### config.mk
export PLATFORM = sky130hd
export DESIGN_NAME = uart_register_write_datagram_top
export DESIGN_NICKNAME = d
export VERILOG_FILES = /design/src/hw/rtl/urwd_pkg.sv /design/src/hw/rtl/uart_register_write_datagram_top.sv /design/src/hw/rtl/urwd_front.sv /design/src/hw/rtl/urwd_queue.sv /design/src/hw/rtl/urwd_back.sv
export SDC_FILE = /design/constraint.sdc
export NUM_CORES = 1
export LEC_CHECK = 0
export ABC_AREA = 1
export BUFFER_PORTS_ARGS = -buffer_cell sky130_fd_sc_hd__buf_2
export CORE_ASPECT_RATIO = 2
export CORE_MARGIN = 1.5
export CORE_UTILIZATION = 45
export DETAILED_ROUTE_END_ITERATION = 8
export MAX_ROUTING_LAYER = met4
export PLACE_DENSITY = 0.7
export SLEW_MARGIN = 20
export SYNTH_ARGS = -nofsm -noshare
export SYNTH_HDL_FRONTEND = slang
export SYNTH_HIERARCHICAL = 1
export SYNTH_SLANG_ARGS = --single-unit
### constraint.sdc
create_clock -name clk_i -period 13.85 [get_ports clk_i]
set_clock_uncertainty 0.15 [all_clocks]
set_input_delay 1.385 -clock clk_i [delete_from_list [all_inputs] [get_ports clk_i]]
set_output_delay 1.385 -clock clk_i [all_outputs]
set_load 0.02 [all_outputs]
### src/hw/rtl/urwd_pkg.sv
// Package for the register-write datagram builder.
// Holds frame constants, the queue entry type, the CRC-8 byte update and the frame byte lookup.
// No dependencies.
`default_nettype none

package urwd_pkg;

  // Number of serial lines the block may address.
  localparam int unsigned NUM_LINES = 2;

  localparam logic [7:0] SYNC_BYTE  = 8'h05;
  localparam logic [7:0] WRITE_FLAG = 8'h80;
  localparam logic [7:0] CRC_POLY   = 8'h07;

  // Datagram byte positions.
  localparam logic [2:0] POS_SYNC  = 3'd0;
  localparam logic [2:0] POS_SLAVE = 3'd1;
  localparam logic [2:0] POS_REG   = 3'd2;
  localparam logic [2:0] POS_DATA3 = 3'd3;
  localparam logic [2:0] POS_DATA2 = 3'd4;
  localparam logic [2:0] POS_DATA1 = 3'd5;
  localparam logic [2:0] POS_DATA0 = 3'd6;
  localparam logic [2:0] POS_CRC   = 3'd7;

  // Request queue between front and back.
  localparam int unsigned QDEPTH = 2;
  localparam int unsigned QPTR_W = (QDEPTH > 1) ? $clog2(QDEPTH) : 1;
  localparam int unsigned QCNT_W = $clog2(QDEPTH + 1);

  typedef struct packed {
    logic        line;
    logic [7:0]  slave;
    logic [7:0]  reg_byte;
    logic [31:0] data;
  } urwd_entry_t;

  // Feed one byte into the CRC, LSB first, register shifting left.
  function automatic logic [7:0] crc_feed(input logic [7:0] crc_in, input logic [7:0] b);
    logic [7:0] crc;
    crc = crc_in;
    for (int i = 0; i < 8; i++) begin
      if (crc[7] ^ b[i]) begin
        crc = {crc[6:0], 1'b0} ^ CRC_POLY;
      end else begin
        crc = {crc[6:0], 1'b0};
      end
    end
    return crc;
  endfunction

  // Header or data byte of an entry at a given position; CRC slot handled by caller.
  function automatic logic [7:0] frame_byte_at(input urwd_entry_t e, input logic [2:0] pos);
    logic [7:0] b;
    unique case (pos)
      POS_SYNC:  b = SYNC_BYTE;
      POS_SLAVE: b = e.slave;
      POS_REG:   b = e.reg_byte;
      POS_DATA3: b = e.data[31:24];
      POS_DATA2: b = e.data[23:16];
      POS_DATA1: b = e.data[15:8];
      POS_DATA0: b = e.data[7:0];
      default:   b = 8'h00;
    endcase
    return b;
  endfunction

endpackage

`default_nettype wire

### src/hw/rtl/uart_register_write_datagram_top.sv
// Register-write datagram builder: one request in, eight datagram bytes out.
// Throughput: one byte per cycle while the output is not stalled; the back end
//   takes the next request as it emits the CRC byte of the last one.
// A request passes the queue, the back-end load and the output register.
// Reset (rst_ni low, async): queue empties, back end idles, output word drops,
//   slave address returns to 0x00.
`default_nettype none

module uart_register_write_datagram_top import urwd_pkg::*; (
  input  wire logic        clk_i,
  input  wire logic        rst_ni,
  // configuration: slave address
  input  wire logic        cfg_valid_i,
  output logic             cfg_ready_o,
  input  wire logic [7:0]  cfg_data_i,
  // request word
  input  wire logic        in_valid_i,
  output logic             in_ready_o,
  input  wire logic        axis_i,
  input  wire logic [6:0]  reg_addr_i,
  input  wire logic [31:0] write_data_i,
  // datagram byte word
  output logic             out_valid_o,
  input  wire logic        out_ready_i,
  output logic             line_select_o,
  output logic [7:0]       frame_byte_o,
  output logic [2:0]       byte_position_o,
  output logic             last_byte_o
);

  logic        q_full, q_empty, q_push, q_pop;
  urwd_entry_t q_in, q_out;

  // Front: hold the slave address, take requests, drop those for missing lines.
  urwd_front u_front (
    .clk_i        (clk_i),
    .rst_ni       (rst_ni),
    .cfg_valid_i  (cfg_valid_i),
    .cfg_ready_o  (cfg_ready_o),
    .cfg_data_i   (cfg_data_i),
    .in_valid_i   (in_valid_i),
    .in_ready_o   (in_ready_o),
    .axis_i       (axis_i),
    .reg_addr_i   (reg_addr_i),
    .write_data_i (write_data_i),
    .full_i       (q_full),
    .push_o       (q_push),
    .entry_o      (q_in)
  );

  // Queue: decouple intake from serialization so each side stalls on its own.
  urwd_queue u_queue (
    .clk_i        (clk_i),
    .rst_ni       (rst_ni),
    .push_i       (q_push),
    .push_entry_i (q_in),
    .full_o       (q_full),
    .pop_i        (q_pop),
    .empty_o      (q_empty),
    .pop_entry_o  (q_out)
  );

  // Back: advance one byte per cycle while the output is free, fold it into the CRC, emit the CRC last.
  urwd_back u_back (
    .clk_i           (clk_i),
    .rst_ni          (rst_ni),
    .empty_i         (q_empty),
    .entry_i         (q_out),
    .pop_o           (q_pop),
    .out_valid_o     (out_valid_o),
    .out_ready_i     (out_ready_i),
    .line_select_o   (line_select_o),
    .frame_byte_o    (frame_byte_o),
    .byte_position_o (byte_position_o),
    .last_byte_o     (last_byte_o)
  );

endmodule

`default_nettype wire

### src/hw/rtl/urwd_front.sv
// Front end: slave address register, request intake and line check.
// Depends on urwd_pkg.
`default_nettype none

module urwd_front import urwd_pkg::*; (
  input  wire logic        clk_i,
  input  wire logic        rst_ni,
  input  wire logic        cfg_valid_i,
  output logic             cfg_ready_o,
  input  wire logic [7:0]  cfg_data_i,
  input  wire logic        in_valid_i,
  output logic             in_ready_o,
  input  wire logic        axis_i,
  input  wire logic [6:0]  reg_addr_i,
  input  wire logic [31:0] write_data_i,
  input  wire logic        full_i,
  output logic             push_o,
  output urwd_entry_t      entry_o
);

  logic [7:0] slave_q, slave_d;
  logic       line_ok;

  assign cfg_ready_o = 1'b1;
  assign slave_d     = (cfg_valid_i) ? cfg_data_i : slave_q;

  always_ff @(posedge clk_i or negedge rst_ni) begin
    if (!rst_ni) begin
      slave_q <= 8'h00;
    end else begin
      slave_q <= slave_d;
    end
  end

  // Drop requests for a line that does not exist.
  assign line_ok    = (int'(axis_i) < NUM_LINES);
  assign in_ready_o = !full_i;
  assign push_o     = in_valid_i && !full_i && line_ok;

  always_comb begin
    entry_o.line     = axis_i;
    entry_o.slave    = slave_q;
    entry_o.reg_byte = {1'b0, reg_addr_i} | WRITE_FLAG;
    entry_o.data     = write_data_i;
  end

endmodule

`default_nettype wire

### src/hw/rtl/urwd_queue.sv
// Short register queue of requests between front and back.
// Depends on urwd_pkg.
`default_nettype none

module urwd_queue import urwd_pkg::*; (
  input  wire logic  clk_i,
  input  wire logic  rst_ni,
  input  wire logic  push_i,
  input  wire urwd_entry_t push_entry_i,
  output logic       full_o,
  input  wire logic  pop_i,
  output logic       empty_o,
  output urwd_entry_t pop_entry_o
);

  urwd_entry_t       mem_q [QDEPTH];
  logic [QPTR_W-1:0] wr_q, wr_d, rd_q, rd_d;
  logic [QCNT_W-1:0] cnt_q, cnt_d;
  logic              do_push, do_pop;

  assign full_o      = (cnt_q == QCNT_W'(QDEPTH));
  assign empty_o     = (cnt_q == '0);
  assign do_push     = push_i && !full_o;
  assign do_pop      = pop_i && !empty_o;
  assign pop_entry_o = mem_q[rd_q];

  always_comb begin
    wr_d  = wr_q;
    rd_d  = rd_q;
    cnt_d = cnt_q;
    if (do_push) begin
      wr_d = (wr_q == QPTR_W'(QDEPTH - 1)) ? '0 : wr_q + 1'b1;
    end
    if (do_pop) begin
      rd_d = (rd_q == QPTR_W'(QDEPTH - 1)) ? '0 : rd_q + 1'b1;
    end
    if (do_push && !do_pop) begin
      cnt_d = cnt_q + 1'b1;
    end else if (do_pop && !do_push) begin
      cnt_d = cnt_q - 1'b1;
    end
  end

  always_ff @(posedge clk_i or negedge rst_ni) begin
    if (!rst_ni) begin
      wr_q  <= '0;
      rd_q  <= '0;
      cnt_q <= '0;
    end else begin
      wr_q  <= wr_d;
      rd_q  <= rd_d;
      cnt_q <= cnt_d;
    end
  end

  always_ff @(posedge clk_i) begin
    if (do_push) begin
      mem_q[wr_q] <= push_entry_i;
    end
  end

endmodule

`default_nettype wire

### src/hw/rtl/urwd_back.sv
// Back end: serialize one request into eight bytes, running CRC, output register.
// Depends on urwd_pkg.
`default_nettype none

module urwd_back import urwd_pkg::*; (
  input  wire logic        clk_i,
  input  wire logic        rst_ni,
  input  wire logic        empty_i,
  input  wire urwd_entry_t entry_i,
  output logic             pop_o,
  output logic             out_valid_o,
  input  wire logic        out_ready_i,
  output logic             line_select_o,
  output logic [7:0]       frame_byte_o,
  output logic [2:0]       byte_position_o,
  output logic             last_byte_o
);

  urwd_entry_t ent_q, ent_d;
  logic        busy_q, busy_d;
  logic [2:0]  pos_q, pos_d;
  logic [7:0]  crc_q, crc_d;
  logic        ovld_q, ovld_d;
  logic        oline_q, oline_d;
  logic [7:0]  obyte_q, obyte_d;
  logic [2:0]  opos_q, opos_d;
  logic        olast_q, olast_d;
  logic        advance, emit, at_end;
  logic [7:0]  cur_byte;

  assign advance  = !ovld_q || out_ready_i;
  assign emit     = advance && busy_q;
  assign at_end   = (pos_q == POS_CRC);
  assign pop_o    = advance && !empty_i && (!busy_q || at_end);
  assign cur_byte = at_end ? crc_q : frame_byte_at(ent_q, pos_q);

  always_comb begin
    ent_d   = ent_q;
    busy_d  = busy_q;
    pos_d   = pos_q;
    crc_d   = crc_q;
    ovld_d  = advance ? 1'b0 : ovld_q;
    oline_d = oline_q;
    obyte_d = obyte_q;
    opos_d  = opos_q;
    olast_d = olast_q;
    if (emit) begin
      ovld_d  = 1'b1;
      oline_d = ent_q.line;
      obyte_d = cur_byte;
      opos_d  = pos_q;
      olast_d = at_end;
      crc_d   = crc_feed(crc_q, cur_byte);
      pos_d   = pos_q + 3'd1;
      if (at_end) begin
        busy_d = 1'b0;
      end
    end
    if (pop_o) begin
      ent_d  = entry_i;
      busy_d = 1'b1;
      pos_d  = POS_SYNC;
      crc_d  = 8'h00;
    end
  end

  always_ff @(posedge clk_i or negedge rst_ni) begin
    if (!rst_ni) begin
      busy_q <= 1'b0;
      pos_q  <= POS_SYNC;
      ovld_q <= 1'b0;
    end else begin
      busy_q <= busy_d;
      pos_q  <= pos_d;
      ovld_q <= ovld_d;
    end
  end

  always_ff @(posedge clk_i) begin
    ent_q   <= ent_d;
    crc_q   <= crc_d;
    oline_q <= oline_d;
    obyte_q <= obyte_d;
    opos_q  <= opos_d;
    olast_q <= olast_d;
  end

  assign out_valid_o     = ovld_q;
  assign line_select_o   = oline_q;
  assign frame_byte_o    = obyte_q;
  assign byte_position_o = opos_q;
  assign last_byte_o     = olast_q;

`ifndef SYNTHESIS
  a_last_at_crc: assert property (@(posedge clk_i) disable iff (!rst_ni)
    out_valid_o |-> (last_byte_o == (byte_position_o == POS_CRC)))
    else $error("last flag not on CRC position");
  a_sync_first: assert property (@(posedge clk_i) disable iff (!rst_ni)
    out_valid_o && (byte_position_o == POS_SYNC) |-> (frame_byte_o == SYNC_BYTE))
    else $error("first byte is not sync");
  a_no_mid_pop: assert property (@(posedge clk_i) disable iff (!rst_ni)
    pop_o |-> (!busy_q || pos_q == POS_CRC))
    else $error("new request taken mid-datagram");
  a_pos_step: assert property (@(posedge clk_i) disable iff (!rst_ni)
    emit && !at_end |=> busy_q && (pos_q == $past(pos_q) + 3'd1))
    else $error("byte position skipped");
`endif

endmodule

`default_nettype wire
==> impl_metrics.csv <==
group,metric,value,unit
yosys,synth_simple_gate_area_share,20.5,%
pwr,powerDensity,229,nW/um^2
die,std_cell_rows,68,
clock_tree,htreeDepth,4,
yosys,yosysUniqueCellTypes,29,
worst_setup_path,cp-end-kind,"flop",
placement,place_congestion,0.826,
detailed_routing,vias,4609,
global_route,overflow,0,
clock_tree,cts_buffers,17,
cells_and_area,stdcell_count,972,
sta,post-route-min-period,3.23,ns
worst_setup_path,cp.required,14.02,ns
global_route,antenna_found_initial,0,
die,initial_utilization,45.9,%
die,fp.dieArea,18400,sq um
sta,max_slew_margin,37.0,%
min_path,hold_path.class,"reg2reg",
clock_tree,clkTransAtPathRegs,0.06,ns
sta,worst_pin_slew,0.944,ns
placement,dp_cells,941,
yosys,synth_compound_area_share,1.14,%
die,boundaryPins,69,
detailed_routing,ant_nets,0,
detailed_routing,drc,0,
yosys,synthAdderAreaFrac,1.11,%
sta,tns,0,ns
worst_setup_path,critPathLaunchType,"flop",
die,core_area,17200,sq um
worst_setup_path,worst_r2r_path_depth,10,
sta,hold_viol,0,
cells_and_area,drive_gt1_share,18.9,%
detailed_routing,drt_iter0_drc,311,
clock_tree,cts_tree,"yes",
worst_setup_path,cp_max_fo,52,
global_route,grt_max_degree,53,
die,fp.dieW,96.6,um
worst_setup_path,arrival,3.39,ns
clock_tree,cts.sinks,185,
yosys,synth_top_family_by_area,"simple AND/OR/NAND/NOR gates",
yosys,synth.area.mux_share,0,%
clock_tree,cts-resized-gates,0,
run,drv_cap,0,
placement,hpwl,9.33,mm
sta,rsz0062_at_grt,"false",
sta,fmaxAchievable,310,MHz
yosys,synth_async_sr_flop_share,9.19,%
sta,maxSlewViolCount,0,
yosys,synth_xor_area_share,0.333,%
pwr,p_leak,3.77,nW
worst_setup_path,r2r_slack,10.62,ns
yosys,synth_edf_count,160,
cells_and_area,area_growth,9.61,%
status,status,"finished, final reports clean",
yosys,ys.flop_type,"edfxtp_1",
yosys,ys_warn_count,6,
global_route,grt_pass1_wl,21.7,mm
die,die_h,190,um
worst_setup_path,critical_path_class,"reg2reg",
clock_tree,clk_path_buf_depth,2,
cells_and_area,nFillCells,1527,
cells_and_area,final_nets,810,
yosys,synth_seq_cells,185,
yosys,ys_seq_area_share,68.3,%
clock_tree,cts_setup_buffers,0,
placement,portBuffers,67,
detailed_routing,vias_per_cell,4.74,
min_path,whs_path_depth,0,
yosys,syn-cell-area,7890,sq um
clock_tree,clock_latency,0.42,ns
yosys,syn_inst,719,
pwr,vdd_drop_max,0.0000951,V
clock_tree,root_buffer,"clkbuf_16",
sta,finalCritPeriodShare,23.3,%
cells_and_area,diodes,0,
global_route,grt_pass1_vias,4542,
yosys,avgSynthCellArea,11.0,sq um
detailed_routing,wl_per_cell,14.0,um
detailed_routing,drt-pass1-iter-count,4,
clock_tree,hold_buffers,0,
detailed_routing,drt-total-wl,13.6,mm
sta,setup_viol,0,
global_route,grt_use_total,16.0,%
-- worst max-delay path, stage by stage, from the launching register on --
cell and delay (ns):
dfrtp_1 0.82, ha_1 0.56, nor2_1 0.11, nor3_2 0.11
buf_4 0.53, o21ai_1 0.20, ha_1 0.35, inv_1 0.08
nand3_1 0.08, nand2_1 0.06, nand2_1 0.05
-- logic make-up (layout without fill, tap and decap cells) --
group,Yosys count,in the layout
XOR/XNOR,3,3
AND/OR/NAND/NOR,385,385
other,1,2
adder cells (fa/ha/maj),7,7
AO/OA/AOI/OAI,17,17
flip-flops,185,185
buffers and inverters,121,163
-- cell usage in the layout, fill, tap and decap left out, types with 3 or more instances in the layout --
cell,instances
edfxtp_1,160
dfxtp_1,8
buf_2,67
o21ai_0,11
nor2_1,14
nand3_2,3
ha_1,7
nor2_2,6
clkinv_2,4
o21ai_1,3
clkbuf_16,17
nand3b_1,5
nand2_1,290
nand2_2,15
clkinv_4,3
buf_4,5
nand3_1,47
clkbuf_8,4
inv_2,12
dfrtp_1,17
inv_1,47
-- flip-flops by register name, indices dropped and copies added (netlist names), 2 cells and up --
name	count
u_queue/mem_q	98
u_back/ent_q	49
u_back/crc_q	8
u_back/frame_byte_o	8
u_front/slave_q	8
u_back/byte_position_o	3
u_back/pos_q	3
u_queue/cnt_q	2
-- where the power goes --
part | internal [W] | switching, W | leakage (nW) | total [W]
Sequential | 0.000802 | 0.0000545 | 1.75 | 0.000856
Clock | 0.000247 | 0.000193 | 0.271 | 0.000440
Combinational | 0.000204 | 0.000479 | 1.75 | 0.000683
-- final timing paths --
kind                                        from              endpoint
worst max-delay path             u_back/pos_q[2]      u_queue/cnt_q[1]
worst min-delay path            u_back/ent_q[48]  u_back/line_select_o
worst max register to register   u_back/pos_q[2]      u_queue/cnt_q[1]
worst min register to register  u_back/ent_q[48]  u_back/line_select_o
max in group asynchronous                 rst_ni    u_front/slave_q[2]
min in group asynchronous                 rst_ni    u_back/out_valid_o
-- layer usage --
metal	vias to the layer above	track usage (%)	wire length, um
met5	-	-	0
met4	0	9.14	533
met3	26	3.19	366
met2	83	29.2	7710
met1	2140	15.5	4990
li1	2360	-	-
-- through the flow --
step / worst slack (ns) / power (W) / area, sq um / hold WS, ns / util [%]
2_1_floorplan: 7.37 / 0.00139 / 7900 / 0.250 / -
3_3_place_gp: 10.56 / 0.00154 / 8100 / 0.271 / 47.1
3_5_place_dp: 10.49 / 0.00156 / 8100 / 0.262 / 47.1
4_1_cts: 10.60 / 0.00200 / 8650 / 0.275 / 50.3
5_1_grt: 10.30 / 0.00211 / 8650 / 0.281 / 50.3
6_report: 10.62 / 0.00198 / 8650 / 0.273 / 50.3
-- cell type report --
class	instances	area [sq um]	area share (%)
Multi-Input combinational cell	414	1850	21.3
Inverter	60	228	2.63
Tap cell	210	263	3.04
Clock buffer	21	480	5.55
Sequential cell	185	5390	62.3
Timing Repair Buffer	72	373	4.31
Clock inverter	10	70.1	0.810
-- cell usage after synthesis (2+ instances only) --
master      n  area, sq um
nand3_2     3         30.0
nand2_1   290         1090
nand3_1    47          235
buf_2       7         35.0
buf_4      47          353
o21ai_0    11         55.1
dfrtp_1    17          425
buf_6       4         45.0
xor2_1      2         17.5
edfxtp_1  160         4800
clkbuf_1    3         11.3
nand2_2    15         93.8
nand3b_1    5         37.5
nor2_1     15         56.3
o21ai_1     3         15.0
inv_1      48          180
o211ai_1    2         15.0
inv_2      11         41.3
dfxtp_1     8          160
ha_1        7         87.6
nor2_2      6         37.5
Power figures use the tool's default switching activity.
